--- config.mk ---
export PLATFORM = sky130hd
export DESIGN_NAME = button_press_classifier_core
export DESIGN_NICKNAME = d
export VERILOG_FILES = /design/src/hw/rtl/bpc_pkg.sv /design/src/hw/rtl/button_press_classifier_core.sv /design/src/hw/rtl/bpc_ctrl.sv /design/src/hw/rtl/bpc_datapath.sv
export SDC_FILE = /design/constraint.sdc
export NUM_CORES = 1
export LEC_CHECK = 0
export BUFFER_PORTS_ARGS = -buffer_cell sky130_fd_sc_hd__buf_4
export CAP_MARGIN = 20
export CORE_UTILIZATION = 55
export DETAILED_ROUTE_END_ITERATION = 10
export PLACE_DENSITY = 0.8
export SYNTH_ARGS = -nofsm -noshare
export SYNTH_HDL_FRONTEND = slang
export SYNTH_HIERARCHICAL = 1
export SYNTH_SLANG_ARGS = --single-unit
--- constraint.sdc ---
create_clock -name i_clk -period 7.35 [get_ports i_clk]
set_input_delay 1.1025 -clock i_clk [delete_from_list [all_inputs] [get_ports i_clk]]
set_output_delay 1.1025 -clock i_clk [all_outputs]
set_load 0.1 [all_outputs]
--- src/hw/rtl/bpc_pkg.sv ---
// Package for the button press classifier: sizes, item codes and the
// command/status structs between controller and datapath. No dependencies.
package bpc_pkg;

    localparam int NUM_BUTTONS = 4;
    localparam int IDX_W       = (NUM_BUTTONS > 1) ? $clog2(NUM_BUTTONS) : 1;
    localparam int BTN_W       = 2;
    localparam int STAMP_W     = 32;
    localparam int CODE_W      = 2;
    localparam int KIND_W      = 2;
    localparam int IN_DATA_W   = 40;
    localparam int OUT_DATA_W  = 40;

    localparam logic [KIND_W-1:0] KIND_EDGE = 2'd0;
    localparam logic [KIND_W-1:0] KIND_POLL = 2'd1;
    localparam logic [KIND_W-1:0] KIND_READ = 2'd2;

    localparam logic [CODE_W-1:0] EV_NONE  = 2'd0;
    localparam logic [CODE_W-1:0] EV_SHORT = 2'd1;
    localparam logic [CODE_W-1:0] EV_LONG  = 2'd2;

    localparam logic RK_POLL = 1'b0;
    localparam logic RK_READ = 1'b1;

    localparam logic REG_LONG_PRESS = 1'b0;
    localparam logic REG_DEBOUNCE   = 1'b1;

    typedef struct packed {
        logic             load;
        logic             edge_upd;
        logic             read_upd;
        logic             emit;
        logic [IDX_W-1:0] idx;
    } t_cmd;

    typedef struct packed {
        logic seen_cur;
        logic slot_free;
    } t_sts;

endpackage

--- src/hw/rtl/button_press_classifier_core.sv ---
// Top level of the button press classifier: joins controller and datapath.
// Depends on bpc_pkg, bpc_ctrl and bpc_datapath.
//
// Usage: items enter on the s_axis channel; tuser carries the item kind
// (edge, poll, read). Results leave on m_axis; tuser carries the result
// kind and tlast marks the final result of a poll or the single read answer.
// Registers are written on the cfg channel, which is always ready; write
// them only while the block is idle.
// An edge item is accepted and then updates the button state. A read item
// is accepted and then answered once the output register is free. A poll
// steps through the buttons in order with the scan counter, holding on a
// button with a result pending while the output register is occupied.
// One output register holds a finished result; a new item is accepted while
// it waits. When the receiver stalls the scan holds on the released button
// until the register drains. Reset clears all button state, pending events,
// the output valid flag and restores long_press_ms 500 and debounce_ms 20.
module button_press_classifier_core (
    input  logic                                i_clk,
    input  logic                                i_rst_n,
    input  logic                                s_axis_tvalid,
    output logic                                s_axis_tready,
    // [1:0] button_id, [2] level_pressed, [34:3] now_ms, [39:35] zero
    input  logic [bpc_pkg::IN_DATA_W-1:0]       s_axis_tdata,
    // [1:0] kind
    input  logic [bpc_pkg::KIND_W-1:0]          s_axis_tuser,
    output logic                                m_axis_tvalid,
    input  logic                                m_axis_tready,
    // [1:0] button_out, [3:2] event_code, [35:4] duration_ms, [39:36] zero
    output logic [bpc_pkg::OUT_DATA_W-1:0]      m_axis_tdata,
    // [0] result_kind
    output logic                                m_axis_tuser,
    output logic                                m_axis_tlast,
    input  logic                                i_cfg_valid,
    output logic                                o_cfg_ready,
    input  logic                                i_cfg_index,
    input  logic [bpc_pkg::STAMP_W-1:0]         i_cfg_data
);

    bpc_pkg::t_cmd w_cmd;
    bpc_pkg::t_sts w_sts;

    assign o_cfg_ready = 1'b1;

    bpc_ctrl u_ctrl (
        .i_clk   (i_clk),
        .i_rst_n (i_rst_n),
        .i_valid (s_axis_tvalid),
        .i_kind  (s_axis_tuser),
        .o_ready (s_axis_tready),
        .i_sts   (w_sts),
        .o_cmd   (w_cmd)
    );

    bpc_datapath u_dp (
        .i_clk       (i_clk),
        .i_rst_n     (i_rst_n),
        .i_in_data   (s_axis_tdata),
        .i_cfg_we    (i_cfg_valid),
        .i_cfg_index (i_cfg_index),
        .i_cfg_data  (i_cfg_data),
        .i_cmd       (w_cmd),
        .o_sts       (w_sts),
        .o_out_valid (m_axis_tvalid),
        .i_out_ready (m_axis_tready),
        .o_out_data  (m_axis_tdata),
        .o_out_kind  (m_axis_tuser),
        .o_out_last  (m_axis_tlast)
    );

endmodule

--- src/hw/rtl/bpc_ctrl.sv ---
// Controller state machine of the button press classifier: dispatches items
// and walks the buttons for a poll. Depends on bpc_pkg.
module bpc_ctrl (
    input  logic                           i_clk,
    input  logic                           i_rst_n,
    input  logic                           i_valid,
    input  logic [bpc_pkg::KIND_W-1:0]     i_kind,
    output logic                           o_ready,
    input  bpc_pkg::t_sts                  i_sts,
    output bpc_pkg::t_cmd                  o_cmd
);

    localparam logic [1:0] ST_IDLE = 2'd0;
    localparam logic [1:0] ST_EDGE = 2'd1;
    localparam logic [1:0] ST_READ = 2'd2;
    localparam logic [1:0] ST_SCAN = 2'd3;

    localparam logic [bpc_pkg::IDX_W-1:0] IDX_END =
        bpc_pkg::IDX_W'(bpc_pkg::NUM_BUTTONS - 1);

    logic [1:0]                r_state, n_state;
    logic [bpc_pkg::IDX_W-1:0] r_idx, n_idx;
    logic                      w_accept;

    assign o_ready  = (r_state == ST_IDLE);
    assign w_accept = i_valid && o_ready;

    always_comb begin
        n_state      = r_state;
        n_idx        = r_idx;
        o_cmd        = '0;
        o_cmd.idx    = r_idx;
        o_cmd.load   = w_accept;
        case (r_state)
            ST_IDLE: begin
                if (w_accept) begin
                    n_idx = '0;
                    case (i_kind)
                        bpc_pkg::KIND_EDGE: n_state = ST_EDGE;
                        bpc_pkg::KIND_POLL: n_state = ST_SCAN;
                        bpc_pkg::KIND_READ: n_state = ST_READ;
                        default:            n_state = ST_IDLE;
                    endcase
                end
            end
            ST_EDGE: begin
                o_cmd.edge_upd = 1'b1;
                n_state        = ST_IDLE;
            end
            ST_READ: begin
                if (i_sts.slot_free) begin
                    o_cmd.read_upd = 1'b1;
                    n_state        = ST_IDLE;
                end
            end
            ST_SCAN: begin
                if (!i_sts.seen_cur || i_sts.slot_free) begin
                    o_cmd.emit = i_sts.seen_cur;
                    if (r_idx == IDX_END) begin
                        n_state = ST_IDLE;
                    end else begin
                        n_idx = r_idx + 1'b1;
                    end
                end
            end
            default: n_state = ST_IDLE;
        endcase
    end

    always_ff @(posedge i_clk) begin
        if (!i_rst_n) begin
            r_state <= ST_IDLE;
            r_idx   <= '0;
        end else begin
            r_state <= n_state;
            r_idx   <= n_idx;
        end
    end

endmodule

--- src/hw/rtl/bpc_datapath.sv ---
// Datapath of the button press classifier: per-button state, configuration
// registers, debounce and classify arithmetic, output register. Uses bpc_pkg.
module bpc_datapath (
    input  logic                               i_clk,
    input  logic                               i_rst_n,
    input  logic [bpc_pkg::IN_DATA_W-1:0]      i_in_data,
    input  logic                               i_cfg_we,
    input  logic                               i_cfg_index,
    input  logic [bpc_pkg::STAMP_W-1:0]        i_cfg_data,
    input  bpc_pkg::t_cmd                      i_cmd,
    output bpc_pkg::t_sts                      o_sts,
    output logic                               o_out_valid,
    input  logic                               i_out_ready,
    output logic [bpc_pkg::OUT_DATA_W-1:0]     o_out_data,
    output logic                               o_out_kind,
    output logic                               o_out_last
);

    localparam int NB = bpc_pkg::NUM_BUTTONS;
    localparam int SW = bpc_pkg::STAMP_W;

    logic [SW-1:0]                 r_long_ms, r_deb_ms;
    logic [bpc_pkg::BTN_W-1:0]     r_id;
    logic                          r_level;
    logic [SW-1:0]                 r_now;

    logic [NB-1:0]                 r_is_down, r_seen;
    logic [SW-1:0]                 r_press  [NB];
    logic [SW-1:0]                 r_release[NB];
    logic [SW-1:0]                 r_last_edge[NB];
    logic [bpc_pkg::CODE_W-1:0]    r_pending[NB];

    logic                          r_out_valid, r_out_kind, r_out_last;
    logic [bpc_pkg::BTN_W-1:0]     r_out_btn;
    logic [bpc_pkg::CODE_W-1:0]    r_out_code;
    logic [SW-1:0]                 r_out_dur;

    logic                          w_in_range;
    logic [bpc_pkg::IDX_W-1:0]     w_id_idx;
    logic [SW-1:0]                 w_since;
    logic                          w_bounce;
    logic [SW-1:0]                 w_dur;
    logic [bpc_pkg::CODE_W-1:0]    w_code;
    logic                          w_more;

    assign w_in_range = ({1'b0, r_id} < (bpc_pkg::BTN_W + 1)'(NB));
    assign w_id_idx   = bpc_pkg::IDX_W'(r_id);
    assign w_since    = r_now - r_last_edge[w_id_idx];
    assign w_bounce   = (w_since < r_deb_ms);
    assign w_dur      = r_release[i_cmd.idx] - r_press[i_cmd.idx];
    assign w_code     = (w_dur >= r_long_ms) ? bpc_pkg::EV_LONG : bpc_pkg::EV_SHORT;

    always_comb begin
        w_more = 1'b0;
        for (int j = 0; j < NB; j++) begin
            if ((bpc_pkg::IDX_W'(j) > i_cmd.idx) && r_seen[j]) begin
                w_more = 1'b1;
            end
        end
    end

    assign o_sts.seen_cur  = r_seen[i_cmd.idx];
    assign o_sts.slot_free = !r_out_valid || i_out_ready;

    assign o_out_valid = r_out_valid;
    assign o_out_kind  = r_out_kind;
    assign o_out_last  = r_out_last;
    assign o_out_data  = {4'b0, r_out_dur, r_out_code, r_out_btn};

    always_ff @(posedge i_clk) begin
        if (!i_rst_n) begin
            r_long_ms   <= SW'(500);
            r_deb_ms    <= SW'(20);
            r_is_down   <= '0;
            r_seen      <= '0;
            r_out_valid <= 1'b0;
            for (int j = 0; j < NB; j++) begin
                r_press[j]     <= '0;
                r_release[j]   <= '0;
                r_last_edge[j] <= '0;
                r_pending[j]   <= bpc_pkg::EV_NONE;
            end
        end else begin
            if (i_cfg_we) begin
                case (i_cfg_index)
                    bpc_pkg::REG_LONG_PRESS: r_long_ms <= i_cfg_data;
                    bpc_pkg::REG_DEBOUNCE:   r_deb_ms  <= i_cfg_data;
                    default: ;
                endcase
            end
            if (i_cmd.load) begin
                r_id    <= i_in_data[1:0];
                r_level <= i_in_data[2];
                r_now   <= i_in_data[34:3];
            end
            if (i_cmd.read_upd || i_cmd.emit) begin
                r_out_valid <= 1'b1;
            end else if (r_out_valid && i_out_ready) begin
                r_out_valid <= 1'b0;
            end
            if (i_cmd.edge_upd && w_in_range && !w_bounce) begin
                r_last_edge[w_id_idx] <= r_now;
                if (r_level) begin
                    r_is_down[w_id_idx] <= 1'b1;
                    r_press[w_id_idx]   <= r_now;
                end else if (r_is_down[w_id_idx]) begin
                    r_seen[w_id_idx]    <= 1'b1;
                    r_release[w_id_idx] <= r_now;
                end
            end
            if (i_cmd.read_upd) begin
                r_out_kind  <= bpc_pkg::RK_READ;
                r_out_btn   <= r_id;
                r_out_dur   <= '0;
                r_out_last  <= 1'b1;
                if (w_in_range) begin
                    r_out_code          <= r_pending[w_id_idx];
                    r_pending[w_id_idx] <= bpc_pkg::EV_NONE;
                end else begin
                    r_out_code <= bpc_pkg::EV_NONE;
                end
            end
            if (i_cmd.emit) begin
                r_seen[i_cmd.idx]    <= 1'b0;
                r_is_down[i_cmd.idx] <= 1'b0;
                r_pending[i_cmd.idx] <= w_code;
                r_out_kind           <= bpc_pkg::RK_POLL;
                r_out_btn            <= bpc_pkg::BTN_W'(i_cmd.idx);
                r_out_code           <= w_code;
                r_out_dur            <= w_dur;
                r_out_last           <= !w_more;
            end
        end
    end

endmodule
# Yosys cells after proc, flatten, opt, wreduce, memory -nomap -nowiden
# Memory sizes are Yosys's and may differ from the RTL's. A register that Yosys moved wholly into a read port is not among the register bits.
# Cells that the tools add are included.
# word_totals
mem_bits_ro,0
elab_cells,168
latchBits,0
input_bits,80
ff_bits,150
memories,4
output_inout_bits,45
ram_bits,392
# memory_table
memory,depth,word_bits,rd,rd_ports_with_merged_regs,wr,line,source
u_dp.r_last_edge,4,32,1,1,4,bpc_datapath.sv:30,logic [SW-1:0] r_last_edge[NB];
u_dp.r_press,4,32,1,1,4,bpc_datapath.sv:28,logic [SW-1:0] r_press [NB];
u_dp.r_release,4,32,1,1,4,bpc_datapath.sv:29,logic [SW-1:0] r_release[NB];
u_dp.r_pending,4,2,1,1,4,bpc_datapath.sv:31,logic [bpc_pkg::CODE_W-1:0] r_pending[NB];
# op_classes
add_sub_neg,3
mul,0
mux,87
n_reduce_logical,32
n_eq_ne,11
n_lt_le_gt_ge,10
n_bitwise,6
shifts,0
n_div,0
# ops
cell,n
2-to-1 mux 32 bit,5
OR reduction 32 bit,3
subtractor 32 bit,2
2-to-1 mux 2 bit,25
2-to-1 mux 1 bit,41
2-to-1 mux 4 bit,9
greater-or-equal comparator 32 bit,1
< comparator 32 bit,1
logical AND 1 bit,9
bitwise AND 4 bit,2
== test 2 bit (second input constant),4
bitwise OR 4 bit,2
case mux 2 bit (4 select lines),1
AND reduction 2 bit,4
AND reduction 4 bit,2
< comparator 2 x 3 -> 1 bit (second input constant),2
inequality test 2 x 1 -> 1 bit (second input constant),3
case mux 2 bit (3 select lines),1
nonzero test 2 bit,3
binary-select mux 1 bit (select 2 bit),2
demux 1 bit (select 2 bit),2
== test 2 x 1 -> 1 bit (second input constant),2
greater-or-equal comparator 2 x 1 -> 1 bit (second input constant),2
greater-than comparator 1 x 2 -> 1 bit (first input constant),2
other kinds (10),19

# Depth between registers and ports, before layout
# Gate-level depths: netlist of the first run.
# depth
ltp_word,11
ltp_mapped,25
mapped_depth_nobuf,21

# Hierarchy
# The synthesis of the first run kept the hierarchy.
# modules_own_cells
mod,n_inst,cells_per_inst,area_per_inst_um2,seq_area_each_um2
bpc_datapath,1,2253,26864.5,15464.8
bpc_ctrl,1,42,341.6,80.1
button_press_classifier_core,1,2,11.3,0.0

# Least setup slack after synthesis of the first run
# OpenSTA, ideal clock, no wires.
# synth_path
kind,register -> register
from,register with a tool-made name
to,"memory u_dp/r_press[0][0] (netlist bit), enable pin"
stages_incl_launch_ff,21
n_path_buf,4
t_arrival_ps,7305
t_required_ps,6880
period_less_slack_ps,7775
setup_slack_ps,-425
setup_ps,470
path_cell_list,dfxtp_1 > clkbuf_1 > buf_1 > mux4_2 > inv_1 > ha_1 > clkbuf_1 > a21o_1 > a21o_1 > a21o_1 > a311o_1 > o21ai_1 > o21ai_0 > o41ai_1 > xnor2_1 > ha_1 > o211ai_1 > o311ai_2 > nand2_1 > clkbuf_1 > o31ai_1
# synth_lines
item,line
"end, declared",bpc_datapath.sv:28

==> results of run 1 <==
-- registers in the layout (all words and copies together), names as in the netlist, 8 cells and up, named ones only --
signal            count
u_dp/r_deb_ms        32
u_dp/r_press        128
u_dp/r_release      128
u_dp/r_long_ms       32
u_dp/r_now           32
u_dp/r_out_dur       32
u_dp/r_pending        8
u_dp/r_last_edge    128
-- per-layer routing --
metal  GRT usage [%]  up-vias  part of all wire, %
met5               0        -                0.033
met3            6.05      135                   11
met4            8.69        4                  2.6
li1                -     8560                    -
met2            47.0     1108                   48
met1            39.2     9435                   39
-- cell type report --
class | count | area (sq um)
clock buffer | 71 | 1490
fill | 3641 | 18100
tap | 664 | 831
inverter | 147 | 552
sequential | 544 | 15600
clock inverter | 27 | 251
timing repair buffer | 165 | 1390
multi-input combinational | 1467 | 10700
-- kinds of logic after synthesis --
family	synth area share, %
compound gates	7.60
xor+xnor	1.67
fa+ha+maj	6.08
buf+inv	4.20
flops	57.1
mux	8.55
other cells	0.0276
simple gates	14.8
-- power breakdown --
part           switching, mW  internal [mW]  leakage, nW
combinational          0.928          0.464         5.42
clock                   1.17           1.56        0.844
sequential            0.0743           3.47         5.36
total                   2.17           5.50         11.6
-- worst paths after layout --
| path | startpoint | endpoint | slack, ns |
|---|---|---|---|
| setup / recovery | flip-flop | u_dp/r_press[3][10] | 0.57 |
| hold / removal | u_dp/r_deb_ms[31] | u_dp/r_deb_ms[31] | 0.46 |
| setup reg to reg | flip-flop | u_dp/r_press[3][10] | 0.57 |
| hold reg to reg | u_dp/r_deb_ms[31] | u_dp/r_deb_ms[31] | 0.46 |
-- worst reg2reg max path, stage by stage (launching register included) --
cell,delay (ns)
dfxtp_1,0.89
mux4_2,0.40
inv_1,0.05
ha_1,0.40
o21ai_0,0.20
a21oi_1,0.25
o21ai_0,0.16
buf_4,0.17
nand2_1,0.07
a21boi_0,0.15
o21ai_0,0.23
a21oi_1,0.11
xnor2_1,0.56
ha_1,0.38
a21o_1,0.16
a21o_1,0.17
a21oi_1,0.14
o21ai_0,0.12
a211oi_1,0.63
o311ai_2,0.21
buf_4,0.21
and3_2,0.22
buf_12,0.20
and3_1,0.44
-- placed cells by master (no fill, tap or decap), drive strengths merged, types with 30 or more instances in the layout --
cell,count
edfxtp,465
nand2,229
nor2,218
buf,165
inv,146
a21oi,137
and3,136
ha,129
nor3,114
mux4,100
dfxtp,79
clkbuf,71
o21ai,57
a21o,43
xnor2,35
nand3,32
and2,30
==> impl_metrics.toml, run 1 <==
[outcome]
status = "complete, no violations"

[worst_setup_path]
worst_path_largest_cell_delay_ns = 0.89
cp_slowest_cell = "dfxtp_1"
crit_path_end_kind = "flip-flop"
cp_num_buf_inv = 4
cp_max_fo = 128
crit_type = "reg2reg"
required_ns = 7.71
worstPathArrival_ns = 7.14
crit_family = "compound AO/OA/AOI/OAI gates"
crit_path_frequent_cell = "o21ai_0"
cp_cell_sequence = "mux4_2 > inv_1 > ha_1 > o21ai_0 > a21oi_1 > o21ai_0 > buf_4 > nand2_1 > a21boi_0 > o21ai_0 > a21oi_1 > xnor2_1 > ha_1 > a21o_1 > a21o_1 > a21oi_1 > o21ai_0 > a211oi_1 > o311ai_2 > buf_4 > and3_2 > buf_12 > and3_1"
reg2regPathDepth = 23
worstSetupPathDepth = 23
start_kind = "flip-flop"

[layout]
num_antenna_cells = 0
drive_gt1_share_pct = 16.0
area_delta_synth_final_pct = 12.9
final_area_sq_um = 30700
stdcell_count = 3085
utilization_pct = 62.9
fin_nets = 2591

[clock_network]
cts_buffers = 55
clkLatencyLatePin_ns = 0.62
postCtsSetupBuffers = 0
cts_sinks = 544
cts_tree = "done"
clk_path_buf_depth = 3
cts.reportedPaths.clkPinSlew_ns = 0.06
cts_resized = 0
htree_num_levels = 2
cts_hold_buf = 0
clk_root_buffer_cell = "clkbuf_16"

[floorplan]
die_area_sq_um = 50400
dieHeight_um = 224
io_pins = 125
initial_core_util_pct = 55.7
coreArea_sq_um = 48800
die_x_um = 224
rows = 81

[yosys]
yosys-top-cells-count = "edfxtp_1 (465), nand2_1 (229), nor2_1 (218)"
async_reset_ff_share_pct = 0
synth_area_per_cell_sq_um = 11.8
ys_types = 72
synth.cell_area_sq_um = 27200
seq_area_frac_synth_pct = 57.1
ys_top_cells_by_area = "edfxtp_1 (51%), mux4_2 (8.3%), ha_1 (5.9%)"
ys_warn_count = 6
synth_enable_flop_cells = 465
synthFlopType = "edfxtp_1"
ys_ff_latch = 544
yosysTopAreaCellShare_pct = 51.3
yosysTopAreaCell = "edfxtp_1"
synth.most_common_cell = "edfxtp_1"
netlist_instances = 2297

[sta]
final.setup.worst_slack_ns = 0.574
finClkSkew_ns = 0.0209
slew_violations = 0
tns_ns = 0
relSlewSlack_pct = 39.2
fin_crit_ns = 6.78
rsz0062_at_grt = "false"
setup_viol = 0
finalHoldViolations = 0
whs_ns = 0.456
worst_pin_slew_ns = 0.912
fmax_mhz = 148
layout_worst_path_cycle_share_pct = 92.2

[run]
maxCapViolations = 0

[place]
port_buffers = 114
dpl_cell_area_sq_um = 28900
dp_cells = 2984
gp_congestion = 0.909
dp_hpwl_um = 49700
dp_worst_setup_slack_ns = 0.771

[hold_path]
hp-class = "reg2reg"
hold_path_depth = 2

[grt]
grt_pass1_vias = 18695
grt_max_degree = 129
grt-ovfl-total = 0
grt_use_total_pct = 28.9
grt_pass1_wl_um = 110000
antenna_found_initial = 2

[power_and_ir_drop]
powerDensity_nw_per_um2 = 250
ir_worst_vdd_mv = 0.202
static-leakage-power_nw = 11.6
power_mw = 7.67

[routing]
wl_per_cell_um = 23.4
initialDrtViolationCount = 2432
drtAntennaViolNets = 0
dr_total_vias = 19242
dr.pass1.iters = 8
routed_wl_um = 72200
drc = 0
via_per_inst = 6.24
No activity file was read; power rests on OpenSTA's default activity.
==> run 2, diff against run 1 <==
Settings changed: CORE_MARGIN from default to 10, RECOVER_POWER from default to 100.
==> impl_metrics.toml, run 2 (same netlist as run 1, synthesis figures left out) <==
[outcome]
status = "finished with violations"
violations = "capacitance limit, slew limit"

[place]
port_buffers = 114
dp_hpwl_um = 51400
gp_congestion = 0.937
dp_cells = 2982
dpl_cell_area_sq_um = 28900
dp_worst_setup_slack_ns = 0.712

[grt]
grt_pass1_vias = 18694
grt_pass1_wl_um = 112000
grt-ovfl-total = 0
grt_max_degree = 94
grt_use_total_pct = 24.5
antenna_found_initial = 1

[clock_network]
cts_tree = "done"
clk_path_buf_depth = 3
cts.reportedPaths.clkPinSlew_ns = 0.06
htree_num_levels = 2
cts_resized = 0
cts_sinks = 544
cts_buffers = 54
postCtsSetupBuffers = 0
clkLatencyLatePin_ns = 0.62
cts_hold_buf = 0
clk_root_buffer_cell = "clkbuf_16"

[layout]
stdcell_count = 3086
final_common_cell = "edfxtp_1"
final_area_sq_um = 30500
most-common-layout-cells = "edfxtp_1 (465), nand2_1 (228), nor2_1 (216)"
fin_nets = 2588
area_delta_synth_final_pct = 12.1
drive_gt1_share_pct = 13.5
top_regs = "u_dp/r_last_edge: 128 flops, u_dp/r_press: 128 flops, u_dp/r_release: 128 flops"
num_antenna_cells = 0

[run]
maxCapViolations = 7

[worst_setup_path]
cp_max_fo = 32
cp_num_buf_inv = 2
crit_path_end_kind = "flip-flop"
worst_path_largest_cell_delay_ns = 0.76
cp_cell_sequence = "mux4_2 > ha_1 > inv_1 > fa_1 > a211oi_1 > nor4_1 > nor2_1 > nand2b_1 > and2_1 > o21ai_0 > nand2b_1 > xor2_1 > ha_1 > nand2_1 > nor4_1 > o21ai_0 > a21oi_1 > a211oi_1 > o311ai_2 > nand3_1 > o21ai_2 > clkbuf_2"
worstPathArrival_ns = 7.14
cp_slowest_cell = "clkbuf_2"
crit_family = "compound AO/OA/AOI/OAI gates"
crit_type = "reg2reg"
required_ns = 7.57
start_kind = "flip-flop"

[routing]
via_per_inst = 6.30
initialDrtViolationCount = 2834
dr.pass1.iters = 6
drtAntennaViolNets = 0
dr_total_vias = 19438
routed_wl_um = 74100
drc = 0
wl_per_cell_um = 24.0

[sta]
finClkSkew_ns = 0.0204
worst_pin_slew_ns = 3.02
setup_viol = 0
rsz0062_at_grt = "false"
layout_worst_path_cycle_share_pct = 94.0
whs_ns = 0.459
fmax_mhz = 145
relSlewSlack_pct = -101
slew_violations = 289
finalHoldViolations = 0
final.setup.worst_slack_ns = 0.439
fin_crit_ns = 6.91

[floorplan]
coreArea_sq_um = 49000
initial_core_util_pct = 55.6
die_area_sq_um = 58800
rows = 81
io_pins = 125
dieHeight_um = 242
die_x_um = 242

[hold_path]
hp-class = "reg2reg"

[power_and_ir_drop]
static-leakage-power_nw = 11.4
ir_worst_vdd_mv = 0.176
powerDensity_nw_per_um2 = 257
[run 2: changes by cell type in the layout (fill, tap and decap cells not counted), moves of 4 or more]
| cell | delta |
|---|---|
| and2_0 | +21 |
| and2_1 | -21 |
| buf_4 | -94 |
| bufinv_16 | +5 |
| clkbuf_1 | +43 |
| clkbuf_2 | +6 |
| clkbuf_4 | +38 |
| clkinv_1 | +4 |
| o21ai_0 | +5 |
| o31ai_1 | +6 |
| o31ai_4 | -5 |
[run 2: per-stage QoR]
step,setup TNS [ns],util (%),power (mW)
2_1_floorplan,-67.42,-,4.49
3_3_place_gp,0,59.1,4.90
3_5_place_dp,0,59.1,4.96
4_1_cts,0,62.9,7.86
5_1_grt,0,62.3,8.08
6_report,0,62.3,7.83
[run 2: final timing paths]
kind / depth (start not counted) / slack (ns) / startpoint / end
worst max-delay path: 22 / 0.44 / flip-flop / u_dp/r_release[0][3]
worst min register to register: 2 / 0.46 / u_dp/r_long_ms[22] / u_dp/r_long_ms[22]
worst min-delay path: 2 / 0.46 / u_dp/r_long_ms[22] / u_dp/r_long_ms[22]
worst max register to register: 22 / 0.44 / flip-flop / u_dp/r_release[0][3]
[run 2: layer usage]
layer	track usage (%)	wire [um]	part of all wire, %
met5	0	0	0
met4	8.45	2490	3.4
met3	3.91	7800	11
met2	39.3	35200	48
met1	33.3	28600	39
[run 2: layout make-up]
cell class	count	area, sq um
repair buffers	163	1160
clock buffers	64	1460
clock inverters	37	412
fillers	3645	18400
well taps	664	831
multi-input cells	1467	10500
flip-flops and latches	544	15600
inverters	147	552
[run 2: power breakdown]
group          internal [mW]  switching (mW)  total (mW)  leakage, nW
Sequential              3.47          0.0697        3.54         5.36
Combinational          0.444           0.923        1.37         5.18
Clock                   1.73            1.19        2.92        0.905
[run 2: tightest hold or removal path: stages (launching register included)]
cell     delay, ns
dfxtp_1       0.31
nand2_1       0.05
a21oi_1       0.05
==> run 3, diff against run 2 <==
Settings changed: PLACE_DENSITY 0.8 to 0.78.
Clock period 7.35 ns to 7.3 ns, I/O delays scaled along.
==> impl_metrics.toml, run 3 (same netlist as run 1, synthesis figures left out) <==
[outcome]
status = "finished with violations"
violations = "capacitance limit, slew limit"

[routing]
wirelength_met1_um = 28600
drc = 0
wl_met2_um = 33600
dr.pass1.iters = 6
dr_wl_met3_um = 8050
initialDrtViolationCount = 2474
drtAntennaViolNets = 0
routed_wl_um = 72900
top_layer = "met4"
dr_total_vias = 19177
wl_per_cell_um = 23.6
via_per_inst = 6.22

[worst_setup_path]
cp_cell_sequence = "buf_12 > mux4_2 > inv_1 > ha_1 > o21ai_0 > a21oi_1 > o21ai_0 > clkbuf_1 > nand2_1 > a21boi_0 > o21ai_0 > a21oi_1 > xnor2_1 > ha_1 > a21o_1 > a21o_1 > a21oi_1 > o21ai_0 > a211oi_1 > clkbuf_1 > o311ai_2 > nand3_1 > clkbuf_1 > nor2_1"
crit_type = "reg2reg"
crit_family = "compound AO/OA/AOI/OAI gates"
required_ns = 7.62
cp_slowest_cell = "clkbuf_1"
worstSetupPathDepth = 24
crit_path_frequent_cell = "o21ai_0"
cp_max_fo = 25
worstPathArrival_ns = 7.17
worst_path_largest_cell_delay_ns = 0.96
start_kind = "flip-flop"
reg2regPathDepth = 24
rr_endpoint = "u_dp/r_release[1][9]"
cp_num_buf_inv = 5
rrSetupSlack_ns = 0.45
crit_path_end_kind = "flip-flop"

[grt]
antenna_found_initial = 0
grt_pass1_vias = 18591
grt_max_degree = 129
grt_pass1_wl_um = 111000
grt-ovfl-total = 0
grt_use_total_pct = 24.1

[floorplan]
rows = 81
dieHeight_um = 242
die_area_sq_um = 58800
initial_core_util_pct = 55.6
io_pins = 125
die_x_um = 242
coreArea_sq_um = 49000

[layout]
top_regs = "u_dp/r_last_edge: 128 flops, u_dp/r_press: 128 flops, u_dp/r_release: 128 flops"
drive_gt1_share_pct = 12.9
final_common_cell = "edfxtp_1"
area_delta_synth_final_pct = 11.4
final_area_sq_um = 30300
fin_nets = 2586
num_antenna_cells = 0
most-common-layout-cells = "edfxtp_1 (465), nand2_1 (228), nor2_1 (217)"

[power_and_ir_drop]
switching_share_pct = 28.3
power_switching_mw = 2.17
p_int_mw = 5.49
ir_worst_vdd_mv = 0.198
static-leakage-power_nw = 11.4
combPwrFrac_pct = 17.5
power_mw = 7.65
p_clk_share_pct = 35.9
powerDensity_nw_per_um2 = 252
seqPwrFrac_pct = 46.6

[sta]
slew_violations = 248
finClkSkew_ns = 0.0247
rsz0062_at_grt = "false"
worst_pin_slew_ns = 2.95
layout_worst_path_cycle_share_pct = 93.9
finalHoldViolations = 0
relSlewSlack_pct = -96.8
fmax_mhz = 146
fin_crit_ns = 6.85
setup_viol = 0

[clock_network]
cts_hold_buf = 0
cts_sinks = 544
clk_root_buffer_cell = "clkbuf_16"
cts.reportedPaths.clkPinSlew_ns = 0.07
clk_path_buf_depth = 3
cts_tree = "done"
htree_num_levels = 2
postCtsSetupBuffers = 0
clkLatencyLatePin_ns = 0.63
cts_resized = 0
cts_buffers = 55

[hold_path]
hp-class = "reg2reg"
hold_path_depth = 2
min_to = "u_dp/r_long_ms[17]"
hold_start = "u_dp/r_long_ms[17]"

[place]
gp_congestion = 0.905
port_buffers = 114
dpl_cell_area_sq_um = 28900
dp_hpwl_um = 50500

[run]
maxCapViolations = 6
[run 3: power groups by stage]
stage	sequential, mW	combinational, mW	clock (mW)
detailed placement	3.63	1.37	0
global placement	3.62	1.32	0
global route	3.58	1.45	2.91
CTS	3.56	1.38	2.78
finish	3.57	1.34	2.74
floorplan	3.67	0.860	0
[run 3: metal layers]
metal  global-route usage (%)  vias up
li1                         -     8541
met1                     32.5     9374
met5                        0        -
met4                     8.32        0
met3                     5.92      159
met2                     37.7     1103
[run 3: how the worst max path moves through the flow]
stage                                   to  slack [ns]
floorplan               u_dp/r_press[0][0]       -0.48
global placement    u_dp/r_last_edge[3][0]        0.96
detailed placement  u_dp/r_last_edge[3][0]        0.87
CTS                 u_dp/r_last_edge[3][7]        0.79
global route          u_dp/r_release[3][9]        0.08
finish                u_dp/r_release[1][9]        0.45
[run 3: metrics by stage]
stage / TNS, ns / hold slack, ns / cells / util (%) / setup slack (ns)
floorplan: -75.42 / 0.415 / 2300 / - / -0.475
global placement: 0 / 0.432 / 2979 / 59.1 / 0.961
detailed placement: 0 / 0.448 / 2980 / 59.1 / 0.873
CTS: 0 / 0.456 / 3080 / 62.7 / 0.791
global route: 0 / 0.479 / 3082 / 61.9 / 0.0810
finish: 0 / 0.458 / 3082 / 61.9 / 0.448
[run 3: final cells by class]
type                            instances  area, sq um
Multi-Input combinational cell       1467        10500
Tap cell                              664          831
Inverter                              147          552
Sequential cell                       544        15600
Fill cell                            3763        18600
Clock buffer                           73         1540
Timing Repair Buffer                  160         1120
Clock inverter                         27          200
[run 3: worst reg2reg max path: cells and delay by family, from the launching register on]
| family | cells | cell delay (ns) |
|---|---|---|
| buffers and inverters | 5 | 1.76 |
| multiplexers | 1 | 0.34 |
| XOR/XNOR | 1 | 0.27 |
| AO/OA/AOI/OAI | 12 | 2.52 |
| adder cells (fa/ha/maj) | 2 | 0.63 |
| AND/OR/NAND/NOR | 3 | 0.45 |
| flip-flops | 1 | 0.62 |
